File: src/hw/rtl/cftlp_pkg.sv
// ----------------------------------------------------------------------------
// cftlp_pkg
// Shared types and constants for the frame text line parser.
// ----------------------------------------------------------------------------
package cftlp_pkg;

  localparam logic [10:0] IdAMax  = 11'h7ff;
  localparam logic [17:0] IdBMax  = 18'h3ffff;
  localparam logic [15:0] CrcPoly = 16'hc599;

  localparam logic [1:0] StatusOk    = 2'd0;
  localparam logic [1:0] StatusError = 2'd1;
  localparam logic [1:0] StatusFlood = 2'd2;

  localparam logic RegDefaultPort = 1'b0;
  localparam logic RegFloodLimit  = 1'b1;

  // parser phases
  typedef enum logic [3:0] {
    PH_IDA, PH_IDB, PH_AFTER_IDB, PH_AFTER_R, PH_PAY, PH_AFTER_PAY,
    PH_CHK, PH_AFTER_CHK, PH_PORT, PH_DONE, PH_ERR
  } phase_t;

  // controller -> datapath
  typedef struct packed {
    logic step;      // feed the held byte through one parse step
    logic term;      // held byte is a line end
    logic clear;     // start a new line
    logic crc_start; // load CRC engine
    logic crc_bit;   // one CRC bit step
  } dp_cmd_t;

  // datapath -> controller
  typedef struct packed {
    logic again;     // parse step fell through to the next phase
    logic crc_req;   // check field complete, CRC needed
    logic crc_done;  // all CRC bits consumed
  } dp_stat_t;

  function automatic logic [4:0] hex_val(input logic [7:0] c);
    logic [4:0] r;
    r = 5'd0;
    if (c >= 8'h30 && c <= 8'h39) r = {1'b1, c[3:0]};
    else if ((c >= 8'h61 && c <= 8'h66) || (c >= 8'h41 && c <= 8'h46))
      r = {1'b1, c[3:0] + 4'd9};
    return r;
  endfunction

endpackage

File: src/hw/rtl/can_frame_text_line_parser.sv
// ----------------------------------------------------------------------------
// can_frame_text_line_parser
// Parses text lines into frame words with payload, CRC check and port.
// ----------------------------------------------------------------------------
//  channel  | handshake              | payload
//  in       | in_valid / in_stall    | in_byte
//  out      | out_valid / out_stall  | status port header payload_len payload
//           |                        | line_bytes
//  cfg      | cfg_valid / cfg_ready  | cfg_index cfg_data
//
// A byte goes through intake and parse steps, then an emit step when it ends
// a line or floods; a line end on an empty line is only taken in. The byte
// that closes a check field also runs the bit-serial CRC.
// Reset clears the parse state; registers return to default_port 3 and
// flood_limit 96. A stalled result holds intake off until it is taken.
// ----------------------------------------------------------------------------
module can_frame_text_line_parser #(
  parameter int PAYLOAD_BYTES = 8
) (
  input  logic        clk,
  input  logic        rst,
  input  logic        in_valid,
  output logic        in_stall,
  input  logic [7:0]  in_byte,
  output logic        out_valid,
  input  logic        out_stall,
  output logic [1:0]  status,
  output logic [2:0]  port,
  output logic [31:0] header,
  output logic [3:0]  payload_len,
  output logic [63:0] payload,
  output logic [8:0]  line_bytes,
  input  logic        cfg_valid,
  output logic        cfg_ready,
  input  logic [0:0]  cfg_index,
  input  logic [7:0]  cfg_data
);

  cftlp_pkg::dp_cmd_t  cmd;
  cftlp_pkg::dp_stat_t stat;
  logic [2:0]  default_port;
  logic [7:0]  flood_limit;
  logic [7:0]  c;
  logic        error_flag;
  logic [2:0]  port_value;
  logic [31:0] header_word;
  logic [3:0]  payload_count;
  logic [63:0] payload_store;

  assign cfg_ready = 1'b1;

  always_ff @(posedge clk) begin
    if (rst) begin
      default_port <= 3'd3;
      flood_limit  <= 8'd96;
    end else if (cfg_valid) begin
      case (cfg_index)
        cftlp_pkg::RegDefaultPort: default_port <= cfg_data[2:0];
        cftlp_pkg::RegFloodLimit:  flood_limit  <= cfg_data;
        default: ;
      endcase
    end
  end

  cftlp_ctrl u_ctrl (
    .clk, .rst, .in_valid, .in_stall, .in_byte, .out_valid, .out_stall,
    .flood_limit, .default_port, .cmd, .stat, .c, .error_flag, .port_value,
    .header_word, .payload_count, .payload_store, .status, .port, .header,
    .payload_len, .payload, .line_bytes
  );

  cftlp_datapath #(.PAYLOAD_BYTES(PAYLOAD_BYTES)) u_dp (
    .clk, .rst, .cmd, .stat, .c, .default_port, .error_flag, .port_value,
    .header_word, .payload_count, .payload_store
  );

endmodule

File: src/hw/rtl/cftlp_datapath.sv
// ----------------------------------------------------------------------------
// cftlp_datapath
// Line parse state, field accumulators and bit-serial CRC engine.
// ----------------------------------------------------------------------------
module cftlp_datapath #(
  parameter int PAYLOAD_BYTES = 8
) (
  input  logic                  clk,
  input  logic                  rst,
  input  cftlp_pkg::dp_cmd_t    cmd,
  output cftlp_pkg::dp_stat_t   stat,
  input  logic [7:0]            c,
  input  logic [2:0]            default_port,
  output logic                  error_flag,
  output logic [2:0]            port_value,
  output logic [31:0]           header_word,
  output logic [3:0]            payload_count,
  output logic [63:0]           payload_store
);

  localparam logic [3:0] PayMax = 4'(PAYLOAD_BYTES);

  cftlp_pkg::phase_t phase, phase_next;
  logic [3:0]  digit_count, digit_count_next;
  logic [11:0] id_a_value, id_a_value_next;
  logic [18:0] id_b_value, id_b_value_next;
  logic        ext_flag, ext_flag_next, rtr_flag, rtr_flag_next;
  logic [63:0] payload_store_next;
  logic [3:0]  payload_count_next;
  logic [4:0]  nibble_hold, nibble_hold_next;
  logic [15:0] check_value, check_value_next;
  logic [2:0]  port_value_next;
  logic        error_flag_next;
  logic        again, crc_req;
  logic [4:0]  d;

  // CRC engine: shifts a bit stream of header, payload, check
  logic [15:0]  crc;
  logic [127:0] crc_stream;
  logic [127:0] crc_load;
  logic [6:0]   crc_left;

  assign d = cftlp_pkg::hex_val(c);
  assign header_word = {id_a_value[10:0], id_b_value[17:0], ext_flag, rtr_flag, 1'b0};

  always_comb begin
    phase_next         = phase;
    digit_count_next   = digit_count;
    id_a_value_next    = id_a_value;
    id_b_value_next    = id_b_value;
    ext_flag_next      = ext_flag;
    rtr_flag_next      = rtr_flag;
    payload_store_next = payload_store;
    payload_count_next = payload_count;
    nibble_hold_next   = nibble_hold;
    check_value_next   = check_value;
    port_value_next    = port_value;
    error_flag_next    = error_flag;
    again   = 1'b0;
    crc_req = 1'b0;
    case (phase)
      cftlp_pkg::PH_IDA: begin
        if (d[4] && !cmd.term && digit_count < 4'd8) begin
          if (!id_a_value[11]) begin
            // any of bits 10:8 set already overflows after the shift
            if (id_a_value[10:8] != 3'd0 ||
                {id_a_value[7:0], d[3:0]} > {1'b0, cftlp_pkg::IdAMax})
              id_a_value_next = 12'h800;
            else
              id_a_value_next = {id_a_value[7:0], d[3:0]};
          end
          digit_count_next = digit_count + 4'd1;
        end else if (digit_count == 4'd0 || id_a_value == 12'd0 || id_a_value[11]) begin
          phase_next = cftlp_pkg::PH_ERR;
          error_flag_next = 1'b1;
        end else if (!cmd.term && c == 8'h2e) begin
          phase_next = cftlp_pkg::PH_IDB;
          digit_count_next = 4'd0;
        end else begin
          phase_next = cftlp_pkg::PH_AFTER_IDB;
          again = 1'b1;
        end
      end
      cftlp_pkg::PH_IDB: begin
        if (d[4] && !cmd.term && digit_count < 4'd8) begin
          if (!id_b_value[18]) begin
            if (id_b_value[17:15] != 3'd0 ||
                {id_b_value[14:0], d[3:0]} > {1'b0, cftlp_pkg::IdBMax})
              id_b_value_next = 19'h40000;
            else
              id_b_value_next = {id_b_value[14:0], d[3:0]};
          end
          digit_count_next = digit_count + 4'd1;
        end else if (digit_count == 4'd0 || id_b_value[18]) begin
          phase_next = cftlp_pkg::PH_ERR;
          error_flag_next = 1'b1;
        end else begin
          ext_flag_next = 1'b1;
          phase_next = cftlp_pkg::PH_AFTER_IDB;
          again = 1'b1;
        end
      end
      cftlp_pkg::PH_AFTER_IDB: begin
        phase_next = cftlp_pkg::PH_AFTER_R;
        if (!cmd.term && c == 8'h52) rtr_flag_next = 1'b1;
        else again = 1'b1;
      end
      cftlp_pkg::PH_AFTER_R: begin
        if (!cmd.term && c == 8'h3a) phase_next = cftlp_pkg::PH_PAY;
        else begin
          phase_next = cftlp_pkg::PH_AFTER_PAY;
          again = 1'b1;
        end
      end
      cftlp_pkg::PH_PAY: begin
        if (nibble_hold[4]) begin
          if (!d[4] || cmd.term) begin
            phase_next = cftlp_pkg::PH_ERR;
            error_flag_next = 1'b1;
          end else begin
            payload_store_next[payload_count[2:0]*8 +: 8] = {nibble_hold[3:0], d[3:0]};
            payload_count_next = payload_count + 4'd1;
            nibble_hold_next = 5'd0;
          end
        end else if (d[4] && !cmd.term) begin
          if (payload_count >= PayMax) begin
            phase_next = cftlp_pkg::PH_ERR;
            error_flag_next = 1'b1;
          end else nibble_hold_next = d;
        end else begin
          phase_next = cftlp_pkg::PH_AFTER_PAY;
          again = 1'b1;
        end
      end
      cftlp_pkg::PH_AFTER_PAY: begin
        if (!cmd.term && c == 8'h3a) begin
          phase_next = cftlp_pkg::PH_CHK;
          digit_count_next = 4'd0;
          check_value_next = 16'd0;
        end else begin
          phase_next = cftlp_pkg::PH_AFTER_CHK;
          again = 1'b1;
        end
      end
      cftlp_pkg::PH_CHK: begin
        if (d[4] && !cmd.term) begin
          if (digit_count >= 4'd4) begin
            phase_next = cftlp_pkg::PH_ERR;
            error_flag_next = 1'b1;
          end else begin
            check_value_next = {check_value[11:0], d[3:0]};
            digit_count_next = digit_count + 4'd1;
          end
        end else if (digit_count != 4'd4) begin
          phase_next = cftlp_pkg::PH_ERR;
          error_flag_next = 1'b1;
        end else begin
          // controller runs the CRC, then resumes from PH_AFTER_CHK (PH_ERR if the CRC fails)
          crc_req = 1'b1;
          phase_next = cftlp_pkg::PH_AFTER_CHK;
        end
      end
      cftlp_pkg::PH_AFTER_CHK: begin
        phase_next = (!cmd.term && c == 8'h20) ? cftlp_pkg::PH_PORT : cftlp_pkg::PH_DONE;
      end
      cftlp_pkg::PH_PORT: begin
        if (!cmd.term && c >= 8'h30 && c <= 8'h37) port_value_next = c[2:0];
        phase_next = cftlp_pkg::PH_DONE;
      end
      default: ;
    endcase
  end

  assign stat.again    = again;
  assign stat.crc_req  = crc_req;
  assign stat.crc_done = (crc_left == 7'd0);

  always_ff @(posedge clk) begin
    if (rst || cmd.clear) begin
      phase         <= cftlp_pkg::PH_IDA;
      digit_count   <= 4'd0;
      id_a_value    <= 12'd0;
      id_b_value    <= 19'd0;
      ext_flag      <= 1'b0;
      rtr_flag      <= 1'b0;
      payload_store <= 64'd0;
      payload_count <= 4'd0;
      nibble_hold   <= 5'd0;
      check_value   <= 16'd0;
      port_value    <= default_port;
      error_flag    <= 1'b0;
    end else if (cmd.step) begin
      phase         <= phase_next;
      digit_count   <= digit_count_next;
      id_a_value    <= id_a_value_next;
      id_b_value    <= id_b_value_next;
      ext_flag      <= ext_flag_next;
      rtr_flag      <= rtr_flag_next;
      payload_store <= payload_store_next;
      payload_count <= payload_count_next;
      nibble_hold   <= nibble_hold_next;
      check_value   <= check_value_next;
      port_value    <= port_value_next;
      error_flag    <= error_flag_next;
    end else if (cmd.crc_bit && crc_left == 7'd0 && crc != 16'd0) begin
      phase      <= cftlp_pkg::PH_ERR;
      error_flag <= 1'b1;
    end
  end

  // header (32) + payload bytes + check (16), msb first; bytes in line order.
  // Bytes beyond the count are zero, so the check word is ORed in after them.
  assign crc_load = {header_word,
                     payload_store[7:0],   payload_store[15:8],
                     payload_store[23:16], payload_store[31:24],
                     payload_store[39:32], payload_store[47:40],
                     payload_store[55:48], payload_store[63:56], 32'd0} |
                    ({32'd0, check_value, 80'd0} >> {payload_count, 3'b000});

  always_ff @(posedge clk) begin
    if (rst) begin
      crc_left <= 7'd0;
    end else if (cmd.crc_start) begin
      crc        <= 16'd0;
      crc_stream <= crc_load;
      crc_left   <= 7'd48 + {payload_count, 3'b000};
    end else if (cmd.crc_bit && crc_left != 7'd0) begin
      crc        <= ({crc[14:0], 1'b0}) ^
                    (((crc[15] ^ crc_stream[127]) != 1'b0) ? {cftlp_pkg::CrcPoly[14:0], 1'b0} ^
                     16'd0 : 16'd0) ^ 16'd0;
      crc_stream <= {crc_stream[126:0], 1'b0};
      crc_left   <= crc_left - 7'd1;
    end
  end

endmodule

File: src/hw/rtl/cftlp_ctrl.sv
// ----------------------------------------------------------------------------
// cftlp_ctrl
// Sequencer: byte intake, parse steps, CRC bit loop and result emission.
// ----------------------------------------------------------------------------
module cftlp_ctrl (
  input  logic                 clk,
  input  logic                 rst,
  input  logic                 in_valid,
  output logic                 in_stall,
  input  logic [7:0]           in_byte,
  output logic                 out_valid,
  input  logic                 out_stall,
  input  logic [7:0]           flood_limit,
  input  logic [2:0]           default_port,
  output cftlp_pkg::dp_cmd_t   cmd,
  input  cftlp_pkg::dp_stat_t  stat,
  output logic [7:0]           c,
  input  logic                 error_flag,
  input  logic [2:0]           port_value,
  input  logic [31:0]          header_word,
  input  logic [3:0]           payload_count,
  input  logic [63:0]          payload_store,
  output logic [1:0]           status,
  output logic [2:0]           port,
  output logic [31:0]          header,
  output logic [3:0]           payload_len,
  output logic [63:0]          payload,
  output logic [8:0]           line_bytes
);

  typedef enum logic [2:0] {S_IDLE, S_PARSE, S_CRC, S_EMIT} state_t;

  state_t      state;
  logic        term;
  logic [8:0]  line_count;
  logic        accept, out_free;

  assign out_free = !out_valid || !out_stall;
  assign in_stall = (state != S_IDLE) || !out_free;
  assign accept   = in_valid && !in_stall;

  always_comb begin
    cmd = '0;
    cmd.term = term;
    case (state)
      S_PARSE: cmd.step = 1'b1;
      S_CRC:   cmd.crc_bit = 1'b1;
      default: ;
    endcase
    if (state == S_PARSE && stat.crc_req) cmd.crc_start = 1'b1;
    if (accept && line_count == 9'd0 && in_byte != 8'h0a && in_byte != 8'h0d)
      cmd.clear = 1'b1;
    if (state == S_EMIT) cmd.clear = 1'b1;
  end

  always_ff @(posedge clk) begin
    if (rst) begin
      state      <= S_IDLE;
      out_valid  <= 1'b0;
      line_count <= 9'd0;
      term       <= 1'b0;
    end else begin
      if (out_valid && !out_stall) out_valid <= 1'b0;
      case (state)
        S_IDLE: begin
          if (accept) begin
            c <= in_byte;
            if (in_byte == 8'h0a || in_byte == 8'h0d) begin
              if (line_count != 9'd0) begin
                term  <= 1'b1;
                state <= S_PARSE;
              end
            end else begin
              term       <= 1'b0;
              line_count <= line_count + 9'd1;
              state      <= S_PARSE;
            end
          end
        end
        S_PARSE: begin
          if (stat.crc_req) state <= S_CRC;
          else if (!stat.again) begin
            if (term || line_count > {1'b0, flood_limit}) state <= S_EMIT;
            else state <= S_IDLE;
          end
        end
        S_CRC: begin
          if (stat.crc_done) state <= S_PARSE;
        end
        S_EMIT: begin
          // last parse step has settled; the datapath is cleared at this edge
          state       <= S_IDLE;
          out_valid   <= 1'b1;
          line_count  <= 9'd0;
          if (term) begin
            status      <= error_flag ? cftlp_pkg::StatusError : cftlp_pkg::StatusOk;
            line_bytes  <= line_count + 9'd1;
          end else begin
            status      <= cftlp_pkg::StatusFlood;
            line_bytes  <= line_count;
          end
          if (term && !error_flag) begin
            port        <= port_value;
            header      <= header_word;
            payload_len <= payload_count;
            payload     <= payload_store;
          end else begin
            port        <= default_port;
            header      <= 32'd0;
            payload_len <= 4'd0;
            payload     <= 64'd0;
          end
        end
        default: state <= S_IDLE;
      endcase
    end
  end

endmodule

File: config.mk
export PLATFORM = sky130hd
export DESIGN_NAME = can_frame_text_line_parser
export DESIGN_NICKNAME = d
export VERILOG_FILES = /design/src/hw/rtl/cftlp_pkg.sv /design/src/hw/rtl/can_frame_text_line_parser.sv /design/src/hw/rtl/cftlp_datapath.sv /design/src/hw/rtl/cftlp_ctrl.sv
export SDC_FILE = /design/constraint.sdc
export NUM_CORES = 1
export LEC_CHECK = 0
export ABC_AREA = 1
export BUFFER_PORTS_ARGS = -buffer_cell sky130_fd_sc_hd__buf_2
export CAP_MARGIN = 10
export CORE_AREA = 4 4 203 205
export CTS_BUF_LIST = sky130_fd_sc_hd__clkbuf_4 sky130_fd_sc_hd__clkbuf_8 sky130_fd_sc_hd__clkbuf_16
export DETAILED_ROUTE_END_ITERATION = 6
export DIE_AREA = 0 0 207 209
export PLACE_DENSITY = 0.67
export SYNTH_ARGS = -nofsm -noshare
export SYNTH_HDL_FRONTEND = slang
export SYNTH_SLANG_ARGS = --single-unit
File: constraint.sdc
create_clock -name clk -period 9.7 [get_ports clk]
set_input_delay 0.485 -clock clk [delete_from_list [all_inputs] [get_ports clk]]
set_output_delay 0.485 -clock clk [all_outputs]
set_load 0.005 [all_outputs]
==> reports/qor.yml, run 1 <==
clocking:
  clockRootBuffer: "clkbuf_16"
  cts_made_buffers: 46
  post-cts-setup-buffers: 0
  cts_resized: 0
  cts_hold_buf: 0
  path_clk_slew_ns: 0.07
  htree_num_levels: 2
  clock_sinks: 429
  cts_buffer_depth: 3
  clkLatencyLatePin_ns: 0.58
  cts_tree: "built"
placement:
  dp_hpwl_mm: 35.2
  routabilityCongestion: 0.902
  numPortBuffers: 136
  dp_cells: 2777
worst_setup_path:
  endpoint: "u_dp.crc_stream[17]$_DFFE_PP_"
  ff2ff_setup_slack_ns: 5.70
  cp_max_fo: 79
  crit_start: "u_ctrl.term$_SDFFE_PP0P_"
  r2r_end: "u_dp.crc_stream[17]$_DFFE_PP_"
  crit_required_ns: 10.10
  arrival_ns: 4.40
  setup.worst_path.class: "reg -> reg"
  cp-end-kind: "flip-flop"
  worst_setup_path_start_kind: "flip-flop"
  r2r_cells: 8
  r2r_start: "u_ctrl.term$_SDFFE_PP0P_"
grt:
  grt_pass1_wl_mm: 80.1
  grtUsageTotal_pct: 22.8
  grt_max_degree: 144
  antenna_found_initial: 0
  overflow: 0
  grt_pass1_vias: 14576
min_path:
  holdCritStartpoint: "in_byte[3]"
  hp-class: "in -> reg"
floorplan:
  core_um2: 39500
  io_pins: 139
  rows: 73
  dieHeight_um: 209
  die_w_um: 207
  die_area_um2: 43300
  start_util_pct: 49.2
layout:
  fin_cells: 2863
  multi_input_area_um2: 6860
  syn2layout_area_growth_pct: 13.5
  filler_cell_count: 3610
  drive_gt1_share_pct: 11.8
  num-nets-final: 2352
  n_antenna_cell: 0
  seqCellArea_um2: 11300
power:
  switching_share_pct: 26.8
  power.leakage_nw: 8.42
  ir_drop_uv: 162
  p_sw_mw: 1.18
  clkPwrFrac_pct: 40.7
  p_int_mw: 3.21
  power_density_nw_per_um2: 199
  seqPwrFrac_pct: 46.3
  combPwrFrac_pct: 13.0
timing:
  finalSetupViolations: 0
  fin_crit_ns: 4.00
  rsz0062_at_grt: "false"
  finalMaxSlewViolations: 0
  clock_skew_ns: 0.0257
  setup_tns_ns: 0
  slew-limit-headroom_pct: 26.0
  tightestPinTransition_ns: 1.10
  hold_violations: 0
  clock.fmax_ghz: 0.250
  period_share_pct: 41.3
route:
  ant_nets: 0
  drtIter0Drc: 1497
  vias: 15381
  wl_mm: 50.6
  first_pass_iters: 6
  wire_per_inst_um: 17.7
  drc: 0
  vias_per_cell: 5.37
synth:
  synthFlopType: "edfxtp_1"
  yosys-top-cells-area: "edfxtp_1, dfxtp_1, nand2_1"
  synth-edff-count: 267
  yosysWarnings: 0
  syn_nets: 2262
  syn-instance-count: 2212
  synth_area_per_cell_um2: 8.78
  netlist_top_cells_count: "nand2_1, nor2_1, edfxtp_1"
  ys_seq_area_share_pct: 58.0
  yosysTopAreaCell: "edfxtp_1"
  synth.top_cell.area_share_pct: 41.3
  syn_area_um2: 19400
  ys_types: 50
  synthArstFlopShare_pct: 0
  synth-seq-cells: 429
  yosysMostFrequentCell: "nand2_1"
status:
  status: "complete, no violations"
job:
  maxCapViolCount: 0
[flip-flops by register name (all words and copies together), names as in the netlist, 3 cells and up]
| name | count |
|---|---|
| default_port | 3 |
| flood_limit | 8 |
| u_ctrl.c | 8 |
| u_ctrl.header | 31 |
| u_ctrl.line_bytes | 9 |
| u_ctrl.line_count | 9 |
| u_ctrl.payload | 64 |
| u_ctrl.payload_len | 4 |
| u_ctrl.port | 3 |
| u_dp.check_value | 16 |
| u_dp.crc | 15 |
| u_dp.crc_left | 7 |
| u_dp.crc_stream | 128 |
| u_dp.digit_count | 4 |
| u_dp.id_a_value | 12 |
| u_dp.id_b_value | 19 |
| u_dp.nibble_hold | 5 |
| u_dp.payload_count | 4 |
| u_dp.payload_store | 64 |
| u_dp.phase | 4 |
| u_dp.port_value | 3 |
[worst min-delay path by stage]
stage                                           to  slack (ns)  depth (start not counted)
6_report                     u_ctrl.c[3]$_DFFE_PP_         0.1                          1
2_1_floorplan          flood_limit[1]$_SDFFE_PP0P_        0.44                          2
5_1_grt                      u_ctrl.c[3]$_DFFE_PP_        0.09                          1
4_1_cts                      u_ctrl.c[3]$_DFFE_PP_        0.07                          1
3_5_place_dp   u_dp.payload_store[47]$_SDFFE_PP0P_        0.45                          2
3_3_place_gp   u_dp.payload_store[45]$_SDFFE_PP0P_        0.45                          2
[cells in the final DEF, fill, tap and decap left out, drive strengths merged]
cell,count
o2bb2ai,1
nand2,461
nor4,7
o311ai,1
nor2,311
conb,2
and3b,1
o21bai,1
a211oi,1
o211ai,3
buf,154
a31oi,13
o2111ai,1
bufinv,4
xnor2,4
mux2,3
o21a,22
clkbuf,63
clkinv,19
edfxtp,267
a21oi,135
nand3b,3
or3,1
o31ai,1
a21o,1
nor3,53
inv,229
o21ai,216
nand3,124
nand4,17
or2,9
ha,28
o211a,1
xor2,18
dfxtp,162
and2,1
[cell families (layout without fill, tap and decap cells)]
family | count (synthesis) | count (layout) | share of synthesized area (%)
fa+ha+maj | 28 | 28 | 1.80
other cells | 2 | 2 | 0.0387
flops | 429 | 429 | 58.0
simple gates | 988 | 988 | 21.4
compound gates | 397 | 397 | 10.8
xor+xnor | 22 | 22 | 0.992
buf+inv | 343 | 469 | 6.86
mux | 3 | 3 | 0.174
[final cells by class]
class,instances,share of cell area [%]
clock buffer,63,6.03
multi-input combinational,1440,31.1
clock inverter,21,0.948
timing repair buffer,154,3.85
inverter,231,3.94
tap,525,2.98
sequential,429,51.1
[metal layers]
layer	part of all wire (%)	global-route usage, %	up-vias	wire length [um]
met5	0	0	-	0
met4	2.7	6.79	0	1370
met3	7.6	3.90	95	3850
met2	44	34.9	545	22500
met1	45	33.5	7237	22900
li1	-	-	7504	-
[per-stage QoR]
step / worst slack [ns] / hold slack, ns / utilization [%] / total power, mW / area (um2)
after floorplan: 1.46 / 0.437 / - / 2.47 / 19400
after global placement: 5.88 / 0.449 / 51.9 / 2.63 / 20500
after detailed placement: 5.68 / 0.452 / 51.9 / 2.64 / 20500
after CTS: 5.71 / 0.0749 / 55.7 / 4.42 / 22000
after global routing: 5.40 / 0.0858 / 55.8 / 4.58 / 22000
final: 5.70 / 0.0982 / 55.8 / 4.39 / 22000
[critical path: stages (launching register included)]
cell	delay (ns)
dfxtp_1	0.56
clkinv_1	0.55
nand2_2	0.49
nand3_4	0.08
buf_4	0.37
inv_2	0.11
buf_4	0.60
nand2_1	0.62
o21ai_0	0.35
[power by group through the flow]
stage,clock network [mW],logic (mW),registers (mW)
floorplan,0,0.406,2.06
global placement,0,0.565,2.07
detailed placement,0,0.568,2.07
CTS,1.81,0.572,2.03
global route,1.89,0.653,2.04
finish,1.79,0.570,2.03
Power figures use the tool's default switching activity.
==> inputs of run 2 (changes only) <==
Settings changed: ABC_AREA 1 to 0, CORE_AREA 4 4 203 205 to 4 4 201 203, DIE_AREA 0 0 207 209 to 0 0 205 207.
Clock period 9.7 ns to 4.16 ns, I/O delays scaled along.
==> run 2 against run 1 <==
  * Area after synthesis fell by 1.9%
  * Largest power group unchanged
  * Die area fell by 1.9%
  * Clock power rose by 120%
  * Global-route usage fell by 0.26 points
  * Design area fell by 0.56%
  * Worst hold slack got worse by 0.021 ns
  * Highest routed layer unchanged
  * Core utilization rose by 1.1 points
  * Total power rose by 110%
==> reports/qor.yml, run 2 <==
timing:
  clock.fmax_ghz: 0.291
  fin_crit_ns: 3.43
  period_share_pct: 82.5
  finalMaxSlewViolations: 0
  hold_violations: 0
  clock_skew_ns: 0.0225
  slew-limit-headroom_pct: 25.4
  setup_tns_ns: 0
  finalSetupViolations: 0
  tightestPinTransition_ns: 1.11
  rsz0062_at_grt: "false"
layout:
  mostFrequentLayoutCell: "nand2_1"
  seqCellArea_um2: 11300
  finish.utilization_pct: 57.0
  num-nets-final: 2041
  drive_gt1_share_pct: 14.6
  syn2layout_area_growth_pct: 15.1
  largest_reg_flops: 128
  multi_input_area_um2: 7300
  final_cell_mix: "nand2_1, edfxtp_1, a21oi_1"
  filler_cell_count: 3368
  top_regs: "u_dp.crc_stream (128), u_ctrl.payload (64), u_dp.payload_store (64)"
  largest-register: "u_dp.crc_stream"
  n_antenna_cell: 0
synth:
  syn-instance-count: 1873
  syn_nets: 1923
  yosysWarnings: 0
  synth-edff-count: 267
  synthFlopType: "edfxtp_1"
  yosys-top-cells-area: "edfxtp_1, dfxtp_1, nand2_1"
  yosysTopAreaCell: "edfxtp_1"
  netlist_top_cells_count: "nand2_1, edfxtp_1, a21oi_1"
  syn_area_um2: 19000
  synth_area_per_cell_um2: 10.2
  synthArstFlopShare_pct: 0
  yosysMostFrequentCell: "nand2_1"
  ys_types: 86
  ys_seq_area_share_pct: 59.2
  synth-seq-cells: 429
  synth.top_cell.area_share_pct: 42.1
clocking:
  clockRootBuffer: "clkbuf_16"
  clkLatencyLatePin_ns: 0.59
  path_clk_slew_ns: 0.06
  cts_made_buffers: 46
  cts_tree: "built"
  clock_sinks: 429
  post-cts-setup-buffers: 0
  htree_num_levels: 2
  cts_buffer_depth: 3
worst_setup_path:
  cp-end-kind: "flip-flop"
  setup.worst_path.class: "reg -> reg"
  worst_setup_path_start_kind: "flip-flop"
  cp_max_fo: 104
  crit_required_ns: 4.37
  arrival_ns: 3.64
route:
  vias_per_cell: 5.66
  drc: 0
  wl_mm: 48.9
  drtIter0Drc: 1372
  first_pass_iters: 5
  vias: 14417
  ant_nets: 0
  wire_per_inst_um: 19.2
floorplan:
  dieHeight_um: 207
  start_util_pct: 49.5
  die_w_um: 205
  rows: 72
  die_area_um2: 42400
  io_pins: 139
  core_um2: 38500
grt:
  grt_pass1_wl_mm: 76.8
  overflow: 0
  grt_pass1_vias: 13591
  grtUsageTotal_pct: 22.5
  antenna_found_initial: 1
  grt_max_degree: 105
placement:
  routabilityCongestion: 0.885
  numPortBuffers: 136
  dp_hpwl_mm: 32.7
power:
  seqPwrFrac_pct: 49.7
  combPwrFrac_pct: 7.2
  ir_drop_uv: 290
  clkPwrFrac_pct: 43.2
  power_density_nw_per_um2: 419
  power_mw: 9.19
  p_sw_mw: 2.19
  power.leakage_nw: 7.61
  p_int_mw: 7.00
  switching_share_pct: 23.8
job:
  maxCapViolCount: 0
min_path:
  hp-class: "in -> reg"
status:
  status: "complete, no violations"
-- run 2: kinds of logic after synthesis --
kind of cell / Yosys count / share of synthesized area [%]
DFF: 429 / 59.2
muxes: 33 / 1.81
buffers and inverters: 145 / 3.10
xor gates and xnor gates: 28 / 1.29
and+or+nand+nor: 822 / 20.8
other: 2 / 0.0395
AOI/OAI and AO/OA: 386 / 12.0
adders and majority gates: 28 / 1.84
-- run 2: path summary, 6_finish.rpt --
kind,from,end,slack (ns),cells past startpoint
worst max register to register,u_ctrl.c[0]$_DFFE_PP_,u_dp.crc_stream[109]$_DFFE_PP_,0.73,9
worst max-delay path,u_ctrl.c[0]$_DFFE_PP_,u_dp.crc_stream[109]$_DFFE_PP_,0.73,9
worst min-delay path,in_valid,u_ctrl.term$_SDFFE_PP0P_,0.08,3
worst min register to register,flood_limit[2]$_SDFFE_PP0P_,flood_limit[2]$_SDFFE_PP0P_,0.46,2
-- run 2: layout make-up --
class,instances,share of cell area (%)
flip-flops and latches,429,51.4
multi-input cells,1299,33.3
clock buffers,62,5.97
repair buffers,185,5.09
well taps,518,2.96
clock inverters,24,0.737
inverters,30,0.514
-- run 2: metal layers --
metal  share of wire [%]  global-route usage, %  vias up  routed length [um]
met5                   0                      0        -                   0
met4                 2.6                   6.40        0                1300
met3                 8.5                   5.83       89                4180
met2                  46                   35.0      509               22500
met1                  43                   31.4     6931               20900
li1                    -                      -     6888                   -
-- run 2: stage by stage --
step	cell area [um2]	instances	hold slack, ns	setup slack, ns
after floorplan	19100	1873	0.307	-0.687
after global placement	20300	2444	0.411	0.890
after detailed placement	20300	2444	0.403	0.770
after CTS	21900	2547	0.0501	0.759
after global routing	21900	2547	0.101	0.609
final	21900	2547	0.0776	0.727
-- run 2: worst max-delay path, cell delays in order, from the launching register on --
cell and delay [ns]:
edfxtp_1 0.47, inv_2 0.13, ha_4 0.18, nor2b_2 0.16, a211oi_4 0.41, o21ai_4 0.19, a21boi_2 0.38, nand2_8 0.30
a21oi_4 0.28, buf_12 0.43
-- run 2: timing repair --
item                      4_1_cts  5_1_grt
hold buffers                   17        0
hold endpoints to repair       21        0
resized for setup               0        0
-- run 2: power groups by stage --
stage / clock network (mW) / logic, mW / registers, mW
finish: 3.97 / 0.659 / 4.56
CTS: 4.04 / 0.657 / 4.56
detailed placement: 0 / 0.641 / 4.65
floorplan: 0 / 0.446 / 4.64
global route: 4.23 / 0.723 / 4.57
global placement: 0 / 0.635 / 4.65
==> inputs of run 3 (changes only) <==
Clock period 4.16 ns to 3.3 ns, I/O delays scaled along.
==> run 3 against run 2 <==
  * Clock-buffer cell count rose by 9
  * Cell count grew 0.63%
  * Design area up 1.3%
  * Critical path depth increased by 1
  * Maximum frequency is 11% higher
  * Via count increased by 1.0%
  * Wire length grew 0.25%
  * First-iteration DRC count is 4.7% higher
  * Clock power grew 30%
  * Largest power group unchanged
  * Sequential power up 26%
  * Highest routed layer unchanged
==> reports/qor.yml, run 3 (synthesized netlist as in run 2, its figures left out) <==
layout:
  drive_gt1_share_pct: 15.4
  syn2layout_area_growth_pct: 16.6
  design_area_um2: 22200
  top_regs: "u_dp.crc_stream (128), u_ctrl.payload (64), u_dp.payload_store (64)"
  final_cell_mix: "nand2_1, edfxtp_1, a21oi_1"
  fin_cells: 2563
  largest_reg_flops: 128
  n_antenna_cell: 0
  largest-register: "u_dp.crc_stream"
  num-nets-final: 2058
  mostFrequentLayoutCell: "nand2_1"
  finish.utilization_pct: 57.7
min_path:
  hp-class: "in -> reg"
  holdCritStartpoint: "cfg_valid"
  hold_path_end: "default_port[0]$_SDFFE_PP1P_"
  holdPathStages: 4
clocking:
  htree_num_levels: 2
  cts_buffer_depth: 3
  clkLatencyLatePin_ns: 0.60
  cts_tree: "built"
  path_clk_slew_ns: 0.06
  cts_made_buffers: 45
  post-cts-setup-buffers: 0
  clockRootBuffer: "clkbuf_16"
  clock_sinks: 429
grt:
  grt_max_degree: 102
  grtUsageTotal_pct: 22.7
  grt_pass1_vias: 13907
  overflow: 0
  antenna_found_initial: 1
  grt_pass1_wl_mm: 78.0
floorplan:
  dieHeight_um: 207
  io_pins: 139
  rows: 72
  start_util_pct: 49.5
  core_um2: 38500
  die_w_um: 205
  die_area_um2: 42400
timing:
  hold_violations: 0
  clock.fmax_ghz: 0.324
  slew-limit-headroom_pct: 24.5
  period_share_pct: 93.5
  finalMaxSlewViolations: 0
  fin_crit_ns: 3.09
  tightestPinTransition_ns: 1.13
  whs_ns: 0.0441
  setup_tns_ns: 0
  clock_skew_ns: 0.0299
  rsz0062_at_grt: "false"
  finalSetupViolations: 0
power:
  power.leakage_nw: 8.22
  ir_drop_uv: 404
  power_density_nw_per_um2: 530
route:
  wire_per_inst_um: 19.1
  drc: 0
  wl_mm: 49.1
  vias: 14566
  first_pass_iters: 6
  vias_per_cell: 5.68
  drtIter0Drc: 1436
  ant_nets: 0
placement:
  numPortBuffers: 136
  dp_cells: 2461
  place_area_um2: 20500
  dp_hpwl_mm: 32.8
  routabilityCongestion: 0.896
worst_setup_path:
  worst_setup_path_start_kind: "flip-flop"
  r2r_cells: 10
  ff2ff_setup_slack_ns: 0.21
  setup.worst_path.class: "reg -> reg"
  arrival_ns: 3.36
  crit_required_ns: 3.57
  crit_chain: "inv_2 -> ha_1 -> or3b_4 -> nand4_4 -> o21ai_4 -> a21boi_4 -> nand2_8 -> a21oi_4 -> buf_12 -> buf_12"
  cp-end-kind: "flip-flop"
  r2r_end: "u_dp.crc_stream[45]$_DFFE_PP_"
  worst_path_largest_cell_delay_ns: 0.49
  r2r_start: "u_ctrl.c[1]$_DFFE_PP_"
  cpMostUsedCell: "buf_12"
  worst-path-buf-inv: 3
  cp_max_fo: 37
  critPathTopFamily: "simple AND/OR/NAND/NOR gates"
  slowest_stage: "edfxtp_1"
status:
  status: "complete, no violations"
job:
  maxCapViolCount: 0
[run 3: metal layers]
layer  part of all wire, %  GRT usage, %  wire length [um]  up-vias
li1                      -             -                 -     6902
met1                    43          31.9             20900     6977
met2                    46          35.3             22700      581
met3                   8.3          5.04              4070      106
met4                   2.8          7.67              1390        0
met5                     0             0                 0        -
[run 3: how the worst max path moves through the flow]
stage / from / end / slack [ns] / cells after the start
final: u_ctrl.c[1]$_DFFE_PP_ / u_dp.crc_stream[45]$_DFFE_PP_ / 0.21 / 10
after detailed placement: u_ctrl.c[0]$_DFFE_PP_ / u_dp.crc_stream[65]$_DFFE_PP_ / 0.13 / 10
after CTS: u_ctrl.c[0]$_DFFE_PP_ / u_dp.crc_stream[53]$_DFFE_PP_ / 0.12 / 10
after floorplan: u_ctrl.c[0]$_DFFE_PP_ / u_dp.crc[10]$_SDFFCE_PP0P_ / -1.55 / 11
after global routing: u_ctrl.c[1]$_DFFE_PP_ / u_dp.crc_stream[45]$_DFFE_PP_ / 0.07 / 10
after global placement: u_ctrl.c[0]$_DFFE_PP_ / u_dp.crc_stream[74]$_DFFE_PP_ / 0.23 / 10
[run 3: area by class of cell]
type                       instances  area (um2)
clock buffer                      71        1380
clock inverter                    13         140
fill                            3241       16300
inverter                          30         113
multi-input combinational       1299        7300
sequential                       429       11300
tap                              518         648
timing repair buffer             203        1350
[run 3: power breakdown]
part | switching [mW] | internal [mW] | total (mW) | leakage (nW)
clock | 2.13 | 3.04 | 5.16 | 0.765
combinational | 0.583 | 0.268 | 0.851 | 3.53
sequential | 0.0602 | 5.70 | 5.76 | 3.93
total | 2.77 | 9.00 | 11.8 | 8.22
[run 3: worst register-to-register path, stage by stage (launching register included)]
cell	delay [ns]
edfxtp_1	0.49
inv_2	0.11
ha_1	0.21
or3b_4	0.42
nand4_4	0.13
o21ai_4	0.13
a21boi_4	0.29
nand2_8	0.21
a21oi_4	0.26
buf_12	0.26
buf_12	0.24
[run 3: stage by stage]
| stage | power, mW | worst slack, ns |
|---|---|---|
| 3_3_place_gp | 6.68 | 0.233 |
| 6_report | 11.8 | 0.215 |
| 4_1_cts | 11.8 | 0.121 |
| 3_5_place_dp | 6.69 | 0.128 |
| 5_1_grt | 12.2 | 0.0721 |
| 2_1_floorplan | 6.41 | -1.55 |
[run 3: timing repair]
action                     CTS  global route
resized for setup            0             1
setup endpoints to repair    0            61
hold endpoints to repair    21             0
hold buffers                18             0
